## config.mk

```make
export PLATFORM = sky130hd
export DESIGN_NAME = fltpm_alloc
export DESIGN_NICKNAME = d
export VERILOG_FILES = /design/src/sv/fltpm_pkg.sv /design/src/sv/fltpm_alloc.sv
export SDC_FILE = /design/constraint.sdc
export NUM_CORES = 1
export LEC_CHECK = 0
export BUFFER_PORTS_ARGS = -buffer_cell sky130_fd_sc_hd__buf_2
export CAP_MARGIN = 20
export CORE_MARGIN = 5
export CORE_UTILIZATION = 40
export DETAILED_ROUTE_END_ITERATION = 10
export PLACE_DENSITY = 0.77
export SLEW_MARGIN = 40
export SYNTH_ARGS = -nofsm -noshare
export SYNTH_HDL_FRONTEND = slang
export SYNTH_SLANG_ARGS = --single-unit
```

## constraint.sdc

```tcl
create_clock -name vclk -period 16.7
set_clock_uncertainty 0.05 [all_clocks]
set_input_delay 4.175 -clock vclk [all_inputs]
set_output_delay 4.175 -clock vclk [all_outputs]
set_load 0.005 [all_outputs]
```

## src/sv/fltpm_pkg.sv

```systemverilog
// Shared types and constants for the four-level page table mapper.
// No dependencies; imported by every module of the block.
`timescale 1ns / 1ps
`default_nettype none
package fltpm_pkg;
  localparam int TABLE_SLOTS = 16;
  localparam int IDX_W       = 9;
  localparam int SLOT_W      = $clog2(TABLE_SLOTS);
  localparam int CNT_W       = $clog2(TABLE_SLOTS + 1);
  localparam int ADDR_W      = SLOT_W + IDX_W;

  localparam logic [1:0] OP_MAP_4K = 2'd0;
  localparam logic [1:0] OP_MAP_2M = 2'd1;
  localparam logic [1:0] OP_CLEAR  = 2'd2;
  localparam logic [1:0] OP_UNUSED = 2'd3;

  localparam logic [1:0] ST_MAPPED  = 2'd0;
  localparam logic [1:0] ST_ALREADY = 2'd1;
  localparam logic [1:0] ST_NO_MEM  = 2'd2;

  localparam logic [1:0] REG_HEAP_START = 2'd0;
  localparam logic [1:0] REG_HEAP_LIMIT = 2'd1;
  localparam logic [1:0] REG_DIR_BYTES  = 2'd2;
  localparam logic [1:0] REG_LEAF_BYTES = 2'd3;

  localparam logic [63:0] BIT_PRESENT = 64'h1;
  localparam logic [63:0] BIT_LARGE   = 64'h80;

  typedef struct packed {
    logic [1:0]  opcode;
    logic [35:0] virt_page;
    logic [39:0] phys_frame;
    logic        kernel_only;
    logic        writeable;
  } in_word_t;

  typedef struct packed {
    logic [1:0]  status;
    logic [63:0] entry_written;
  } out_word_t;

  typedef struct packed {
    logic [CNT_W-1:0] link;
    logic [63:0]      entry;
  } mem_word_t;

  typedef struct packed {
    logic        ok;
    logic [31:0] base;
    logic [31:0] end_addr;
  } alloc_t;
endpackage
`default_nettype wire

```

## src/sv/fltpm_alloc.sv

```systemverilog
// Bump allocator check: align to 4 KiB, add table size, test limit and slots.
// Depends on fltpm_pkg.
`timescale 1ns / 1ps
`default_nettype none
module fltpm_alloc (
  input  wire logic [31:0]               heap_ptr,
  input  wire logic [16:0]               bytes,
  input  wire logic [31:0]               heap_limit,
  input  wire logic [fltpm_pkg::CNT_W-1:0] slots_used,
  output fltpm_pkg::alloc_t              res
);
  import fltpm_pkg::*;

  logic [32:0] aligned;
  logic [33:0] end_full;

  always_comb begin
    aligned  = ({1'b0, heap_ptr} + 33'hFFF) & ~33'hFFF;
    end_full = {1'b0, aligned} + {17'b0, bytes};
    res.ok       = (slots_used < CNT_W'(TABLE_SLOTS)) && (end_full < {2'b0, heap_limit});
    res.base     = aligned[31:0];
    res.end_addr = end_full[31:0];
  end
endmodule
`default_nettype wire

```

==> impl_results.md, run 1 <==
- Layout cells sized above 1: 37.06%
- Cell Area, Synth: 2002 um2
- Core region area: 4786 um2
- Final cell count without fillers: 461
- Data arrival, critical path: 8.67 ns
- Startpoint Class: input port
- TritonRoute pass-1 iters: 4
- Vias: 2338
- Leakage: 1.486 nW
- Via-to-Cell Ratio: 5.072
- # diodes: 0
- Max transition margin: 65.11%
- I/O Buffers: 135
- Status: complete, no violations
- Synth Instances: 277
- RSZ-0062 raised after global routing: no
- FP Rows: 25
- CP max stage delay: 0.45 ns
- Die X: 80.75 um
- 1st-iter DRT viols: 80
- Layout Nets: 519
- GRT Total Usage: 17.14%
- Maximum fanout along the worst path: 11
- Fmax: 77.57 MHz
- Area growth, synth to finish: 29.81%
- Vias in the first global route: 2183
- Fin crit share: 77.19%
- Tmin final: 12.89 ns
- Maxcap violations: 0
- Final wirelength: 6100 um
- WP depth: 20
- Pwr dens: 26.62 nW/um2
- Syn_area_per_cell: 7.227 um2
- Global-route wire length before repair: 9321 um
- Worst vdd ir: 0.00001678 V
- Fillers: 480
- Setup Crit Path Kind: input port to output pin
- Critical Path End Type: output pin
- Placed instance count: 461
- Sequential share of the synthesized area: 0%
- CP cell instances: buf_2 > nor4_1 > nand3_1 > nand2_1 > xnor2_1 > ha_1 > a211oi_1 > o21bai_1 > a21oi_1 > nand2b_1 > nor4b_2 > xor2_1 > ha_1 > a21o_1 > a21o_1 > a21oi_1 > o211a_1 > o211ai_1 > a21oi_1 > buf_2
- Hold-fix buffers, CTS: 0
- Initial antenna violation count: 0
- WHS: 8.486 ns
- CP delay by family, top: compound AO/OA/AOI/OAI gates
- Starting density of the core: 41.83%
- GRT overflow: 0
- # resized after CTS: 0
- Chip height: 80.75 um
- Number of buffers and inverters on the critical path: 2
- CP dominant cell by count: a21oi_1
- Hold/Removal Path Class: input port to output pin
- Residual DRC: 0
- Hpwl dp: 5621 um
- Seq. cell area: 0 um2
- GP Congestion: 0.8654
- Slew Viols, Final: 0
- Largest net degree at the start of global routing: 12
- Die ar.: 6520 um2
- Worst Hold Depth: 2
- Worst EP required: 12.48 ns
- Num sequential: 0
- Postcts setup bufs: 0
- Setup violators final: 0
- Commonest non-fill, non-tap cell in the layout: buf_2
- Clock Buffer Count: 0
- Post-route ant nets: 0
- Most frequent cells in the layout: buf_2, inv_1, ha_1
- Setup TNS: 0 ns
- Boundary Pins: 151
- Fin. Hold Viols: 0
- Avg WL per Cell: 13.23 um
- Library cells used by synthesis: 51
- Worst-margin pin slew: 0.5186 ns
- Yosys warnings: 0
- CP max stage cell: nand3_1
==> power by group <==
group	switching [W]	total, W	internal [W]
Combinational	0.0000363	0.0000692	0.0000329
Clock	0	0	0
Sequential	0	0	0
Total	0.0000363	0.0000692	0.0000329
==> worst paths after layout <==
path,slack [ns],endpoint,start
worst max-delay path,3.81,res[64],heap_ptr[11]
worst min-delay path,8.49,res[0],bytes[0]
==> final cells by class <==
type                       instances  area (um2)  area share (%)
multi-input combinational        222        1700           65.43
timing repair buffer             135       675.6           26.00
tap                               67       83.83           3.226
inverter                          37       138.9           5.344
==> synthesized netlist by cell type (2+ instances only) <==
cell / count / area share (%)
xnor2_1: 19 / 8.3
ha_1: 36 / 22
o31ai_1: 2 / 0.75
a211oi_1: 3 / 1.1
a21oi_1: 15 / 3.7
nor2_1: 15 / 2.8
a21o_1: 12 / 4.5
buf_4: 24 / 9.0
xor2_1: 14 / 6.1
o211ai_1: 2 / 0.75
nand4_1: 12 / 3.7
o21ai_0: 2 / 0.50
buf_2: 4 / 1.0
nand2_1: 18 / 3.4
inv_1: 37 / 6.9
nand2b_1: 2 / 0.62
nor2b_1: 2 / 0.62
and3_1: 4 / 1.2
o21a_1: 4 / 1.5
nor3_1: 5 / 1.2
nor4_1: 5 / 1.6
nand3_1: 11 / 2.7
==> through the flow <==
stage	power, W	cell area [um2]	setup slack [ns]	util, %
final	0.00006919	2599	3.809	54.30
after global routing	0.00007800	2599	3.347	54.30
after CTS	0.00006991	2599	3.795	54.30
after detailed placement	0.00006953	2599	3.805	54.30
after global placement	0.00006748	2599	3.925	54.30
after floorplan	0.00004339	2043	4.772	-
==> routing by layer <==
| layer | vias to the layer above | part of all wire [%] | track usage (%) |
|---|---|---|---|
| met2 | 104 | 51 | 33.61 |
| met1 | 1048 | 39 | 20.29 |
| met3 | 7 | 9.4 | 2.106 |
| met5 | - | 0 | 0 |
| met4 | 0 | 1.0 | 1.858 |
| li1 | 1179 | - | - |
==> logic make-up (layout without fill, tap and decap cells) <==
group / count (synthesis) / after routing / share of synthesized area [%]
compound gates: 52 / 52 / 19.44
simple gates: 87 / 87 / 24.81
mux: 1 / 1 / 0.5000
other cells: 1 / 12 / 0.1873
fa+ha+maj: 37 / 37 / 23.50
buf+inv: 66 / 172 / 17.12
xor+xnor: 33 / 33 / 14.44
Note: power is estimated with default switching activity, not from simulation.
==> run 2, diff against run 1 <==
--- a/config.mk
+++ b/config.mk
@@ -8,9 +8,9 @@
 export BUFFER_PORTS_ARGS = -buffer_cell sky130_fd_sc_hd__buf_2
 export CAP_MARGIN = 20
 export CORE_MARGIN = 5
-export CORE_UTILIZATION = 40
+export CORE_UTILIZATION = 39
 export DETAILED_ROUTE_END_ITERATION = 10
-export PLACE_DENSITY = 0.77
+export PLACE_DENSITY = 0.79
 export SLEW_MARGIN = 40
 export SYNTH_ARGS = -nofsm -noshare
 export SYNTH_HDL_FRONTEND = slang
==> constraint.sdc (replaced) <==
create_clock -name vclk -period 11.6
set_clock_uncertainty 0.05 [all_clocks]
set_input_delay 2.9 -clock vclk [all_inputs]
set_output_delay 2.9 -clock vclk [all_outputs]
set_load 0.005 [all_outputs]
==> run 2 against run 1 <==
Worst hold slack worse by 2.6 ns. First-iteration DRC count is 20% higher. Highest routed layer unchanged. Largest cell class unchanged. Sequential share of layout area stayed put. Flip-flop and latch count stayed put.
==> impl_results.md, run 2 (synthesis gave the netlist of run 1 again) <==
- Startpoint Class: input port
- Post-route ant nets: 0
- Global-route wire length before repair: 9384 um
- # diodes: 0
- Die X: 81.65 um
- Vias in the first global route: 2189
- Leakage: 1.486 nW
- Avg WL per Cell: 12.69 um
- Core region area: 5042 um2
- GRT Total Usage: 17.02%
- Layout Nets: 519
- Layout cells sized above 1: 37.06%
- Num sequential: 0
- Tmin final: 10.28 ns
- Initial antenna violation count: 0
- Hpwl dp: 5459 um
- Area growth, synth to finish: 30.00%
- RSZ-0062 raised after global routing: no
- GRT overflow: 0
- Fin. Hold Viols: 0
- Commonest non-fill, non-tap cell in the layout: buf_2
- Maximum fanout along the worst path: 11
- Fin crit share: 88.61%
- Residual DRC: 0
- Clock Buffer Count: 0
- Data arrival, critical path: 7.33 ns
- Fillers: 498
- I/O Buffers: 135
- Setup Crit Path Kind: input port to output pin
- Seq. cell area: 0 um2
- CP cell instances: buf_2 > nor4_1 > nand3_1 > nand2_1 > xnor2_1 > ha_1 > a211oi_1 > o21bai_1 > a21oi_1 > nand2b_1 > nor4b_2 > xor2_1 > ha_1 > a21o_1 > a21o_1 > a21oi_1 > o211a_1 > o211ai_1 > a21oi_1 > buf_2
- Largest net degree at the start of global routing: 12
- 1st-iter DRT viols: 96
- # resized after CTS: 0
- Worst-margin pin slew: 0.5295 ns
- Die ar.: 6666 um2
- FP Rows: 26
- Max transition margin: 64.37%
- Final wirelength: 5887 um
- CP max stage delay: 0.44 ns
- Status: complete, no violations
- Most frequent cells in the layout: buf_2, inv_1, ha_1
- Placed instance count: 464
- Vias: 2318
- Util after Layout: 51.61%
- Slew Viols, Final: 0
- Fmax: 97.28 MHz
- Via-to-Cell Ratio: 4.996
- Starting density of the core: 39.70%
- Hold/Removal Path Class: input port to output pin
- Boundary Pins: 151
- CP max stage cell: nand3_1
- TritonRoute pass-1 iters: 4
- Setup TNS: 0 ns
- Maxcap violations: 0
- Footprint of the multi-input gates: 1700 um2
- GP Congestion: 0.8503
- Postcts setup bufs: 0
- Pwr dens: 37.95 nW/um2
- Worst vdd ir: 0.00001809 V
- CP dominant cell by count: a21oi_1
- Chip height: 81.65 um
- Worst EP required: 8.65 ns
- Final cell count without fillers: 464
- Setup violators final: 0
- Critical Path End Type: output pin
- Hold-fix buffers, CTS: 0
[run 2: cell counts in the layout (fill, tap and decap cells not counted)]
Identical to the previous run, type by type.
[run 2: where the power goes]
group          internal, W  leakage [nW]  total [W]  switching (W)
registers                0             0          0              0
clock network            0             0          0              0
logic            0.0000474          1.49  0.0000988      0.0000514
[run 2: metal layers]
layer  global-route usage, %  up-vias  part of all wire (%)
met5                       0        -                     0
met4                   3.987        0                   2.4
met3                   1.974       14                   9.3
met2                   30.86      112                    48
met1                   21.31     1015                    40
li1                        -     1177                     -
[run 2: per-stage QoR]
step	power (W)	hold slack (ns)	instance area, um2	worst slack (ns)
final	0.00009877	5.933	2603	1.321
after global routing	0.0001136	5.945	2603	0.8319
after CTS	0.0001000	5.936	2603	1.247
after detailed placement	0.00009955	5.935	2603	1.261
after global placement	0.00009699	5.934	2603	1.355
after floorplan	0.00006246	5.805	2043	2.222
[run 2: worst max-delay path: cells and delay by family]
family / cells / cell delay [ns]
adder cells (fa/ha/maj): 2 / 0.60
AO/OA/AOI/OAI: 9 / 1.72
buffers and inverters: 2 / 0.23
AND/OR/NAND/NOR: 5 / 1.43
XOR/XNOR: 2 / 0.45
[run 2: cell type report]
type,count,share of cell area [%]
multi-input cells,222,65.34
repair buffers,135,25.96
inverters,37,5.337
well taps,70,3.365
[run 2: path summary, 6_finish.rpt]
path	start	to	slack (ns)	depth (start not counted)
worst max-delay path	heap_ptr[3]	res[64]	1.32	20
worst min-delay path	bytes[0]	res[0]	5.93	2
==> run 3, diff against run 2 <==
--- a/config.mk
+++ b/config.mk
@@ -10,7 +10,7 @@
 export CORE_MARGIN = 5
 export CORE_UTILIZATION = 39
 export DETAILED_ROUTE_END_ITERATION = 10
-export PLACE_DENSITY = 0.79
+export PLACE_DENSITY = 0.81
 export SLEW_MARGIN = 40
 export SYNTH_ARGS = -nofsm -noshare
 export SYNTH_HDL_FRONTEND = slang
==> run 3 against run 2 <==
First-iteration DRC count fell by 46%. Flip-flop and latch count did not move. Maximum frequency fell by 0.90%. Highest routed layer unchanged.
==> impl_results.md, run 3 (synthesis gave the netlist of run 1 again) <==
- Status: complete, no violations
- Die X: 81.65 um
- GRT overflow: 0
- Most frequent cells in the layout: buf_2, inv_1, ha_1
- Avg WL per Cell: 12.88 um
- GR Util met2: 32.74%
- Startpoint Class: input port
- TritonRoute pass-1 iters: 4
- Maxcap violations: 0
- Setup violators final: 0
- Vias: 2322
- Residual DRC: 0
- Met3 usage in global routing: 0.9868%
- Leakage: 1.486 nW
- Clock share of power: 0%
- Tmin final: 10.37 ns
- Net Sw Frac: 52.15%
- CP max stage cell: nand3_1
- Area growth, synth to finish: 30.00%
- Core region area: 5042 um2
- Cell-internal power: 0.00004749 W
- Hpwl dp: 5485 um
- Setup TNS: 0 ns
- Initial antenna violation count: 0
- 1st-iter DRT viols: 52
- Pwr dens: 38.14 nW/um2
- Critical Path End Type: output pin
- Hold/Removal Path Class: input port to output pin
- Final total power: 0.00009925 W
- Seq. cell area: 0 um2
- Global-route wire length before repair: 9515 um
- Sw Pwr: 0.00005176 W
- Slew Viols, Final: 0
- Hold-fix buffers, CTS: 0
- Met1 GRT Util: 21.67%
- Largest net degree at the start of global routing: 12
- Final wirelength: 5974 um
- Postcts setup bufs: 0
- CP cell instances: buf_2 > nor4_1 > nand3_1 > nand2_1 > xnor2_1 > ha_1 > a211oi_1 > o21bai_1 > a21oi_1 > nand2b_1 > nor4b_2 > xor2_1 > ha_1 > a21o_1 > a21o_1 > a21oi_1 > o211a_1 > o211ai_1 > a21oi_1 > buf_2
- Fin crit share: 89.42%
- Boundary Pins: 151
- Max transition margin: 59.88%
- Commonest non-fill, non-tap cell in the layout: buf_2
- Num sequential: 0
- # resized after CTS: 0
- Chip height: 81.65 um
- Layout cells sized above 1: 37.06%
- Post-route ant nets: 0
- CP dominant cell by count: a21oi_1
- Clock Buffer Count: 0
- Fmax: 96.41 MHz
- Seq pwr share: 0%
- Footprint of the multi-input gates: 1700 um2
- Fin. Hold Viols: 0
- Setup Crit Path Kind: input port to output pin
- Vias in the first global route: 2230
- Worst EP required: 8.65 ns
- Fillers: 504
- Worst vdd ir: 0.00002445 V
- Die ar.: 6666 um2
- Gr busiest metal: met2
- Via-to-Cell Ratio: 5.004
- GRT Total Usage: 17.00%
- GP Congestion: 0.9109
- Data arrival, critical path: 7.42 ns
- Layout Nets: 519
- Starting density of the core: 39.70%
- Logic pwr share: 100.0%
- CP max stage delay: 0.44 ns
- I/O Buffers: 135
- RSZ-0062 raised after global routing: no
- Maximum fanout along the worst path: 11
- # diodes: 0
- FP Rows: 26
- Worst-margin pin slew: 0.5963 ns
run 3: layout make-up:
cell class / count / share of cell area [%]
multi-input cells: 222 / 65.34
inverters: 37 / 5.337
well taps: 70 / 3.365
repair buffers: 135 / 25.96
run 3: through the flow:
| stage | cell area [um2] | hold slack [ns] | instances | worst slack [ns] | utilization, % |
|---|---|---|---|---|---|
| 6_report | 2603 | 5.936 | 464 | 1.227 | 51.61 |
| 5_1_grt | 2603 | 5.944 | 464 | 0.8236 | 51.61 |
| 4_1_cts | 2603 | 5.938 | 464 | 1.183 | 51.61 |
| 3_5_place_dp | 2603 | 5.937 | 464 | 1.185 | 51.61 |
| 3_3_place_gp | 2603 | 5.936 | 464 | 1.349 | 51.61 |
| 2_1_floorplan | 2043 | 5.805 | 288 | 2.222 | - |
run 3: worst max-delay path, delay by kind of cell:
family                   cells  cell delay [ns]
AND/OR/NAND/NOR              5             1.43
XOR/XNOR                     2             0.47
buffers and inverters        2             0.22
adder cells (fa/ha/maj)      2             0.62
AO/OA/AOI/OAI                9             1.79
run 3: worst paths after layout:
| kind | from | slack, ns | to | cells after the start |
|---|---|---|---|---|
| hold / removal | bytes[3] | 5.94 | res[3] | 2 |
| setup / recovery | heap_ptr[11] | 1.23 | res[64] | 20 |
run 3: power by group through the flow:
stage | clock network [W] | logic [W] | registers [W]
floorplan | 0 | 0.0000625 | 0
global placement | 0 | 0.0000968 | 0
detailed placement | 0 | 0.000100 | 0
CTS | 0 | 0.000101 | 0
global route | 0 | 0.000114 | 0
finish | 0 | 0.0000993 | 0
run 3: routing by layer:
| metal | part of all wire (%) | vias to the layer above |
|---|---|---|
| li1 | - | 1182 |
| met1 | 41 | 1044 |
| met2 | 51 | 94 |
| met3 | 7.7 | 2 |
| met4 | 0.23 | 0 |
| met5 | 0 | - |
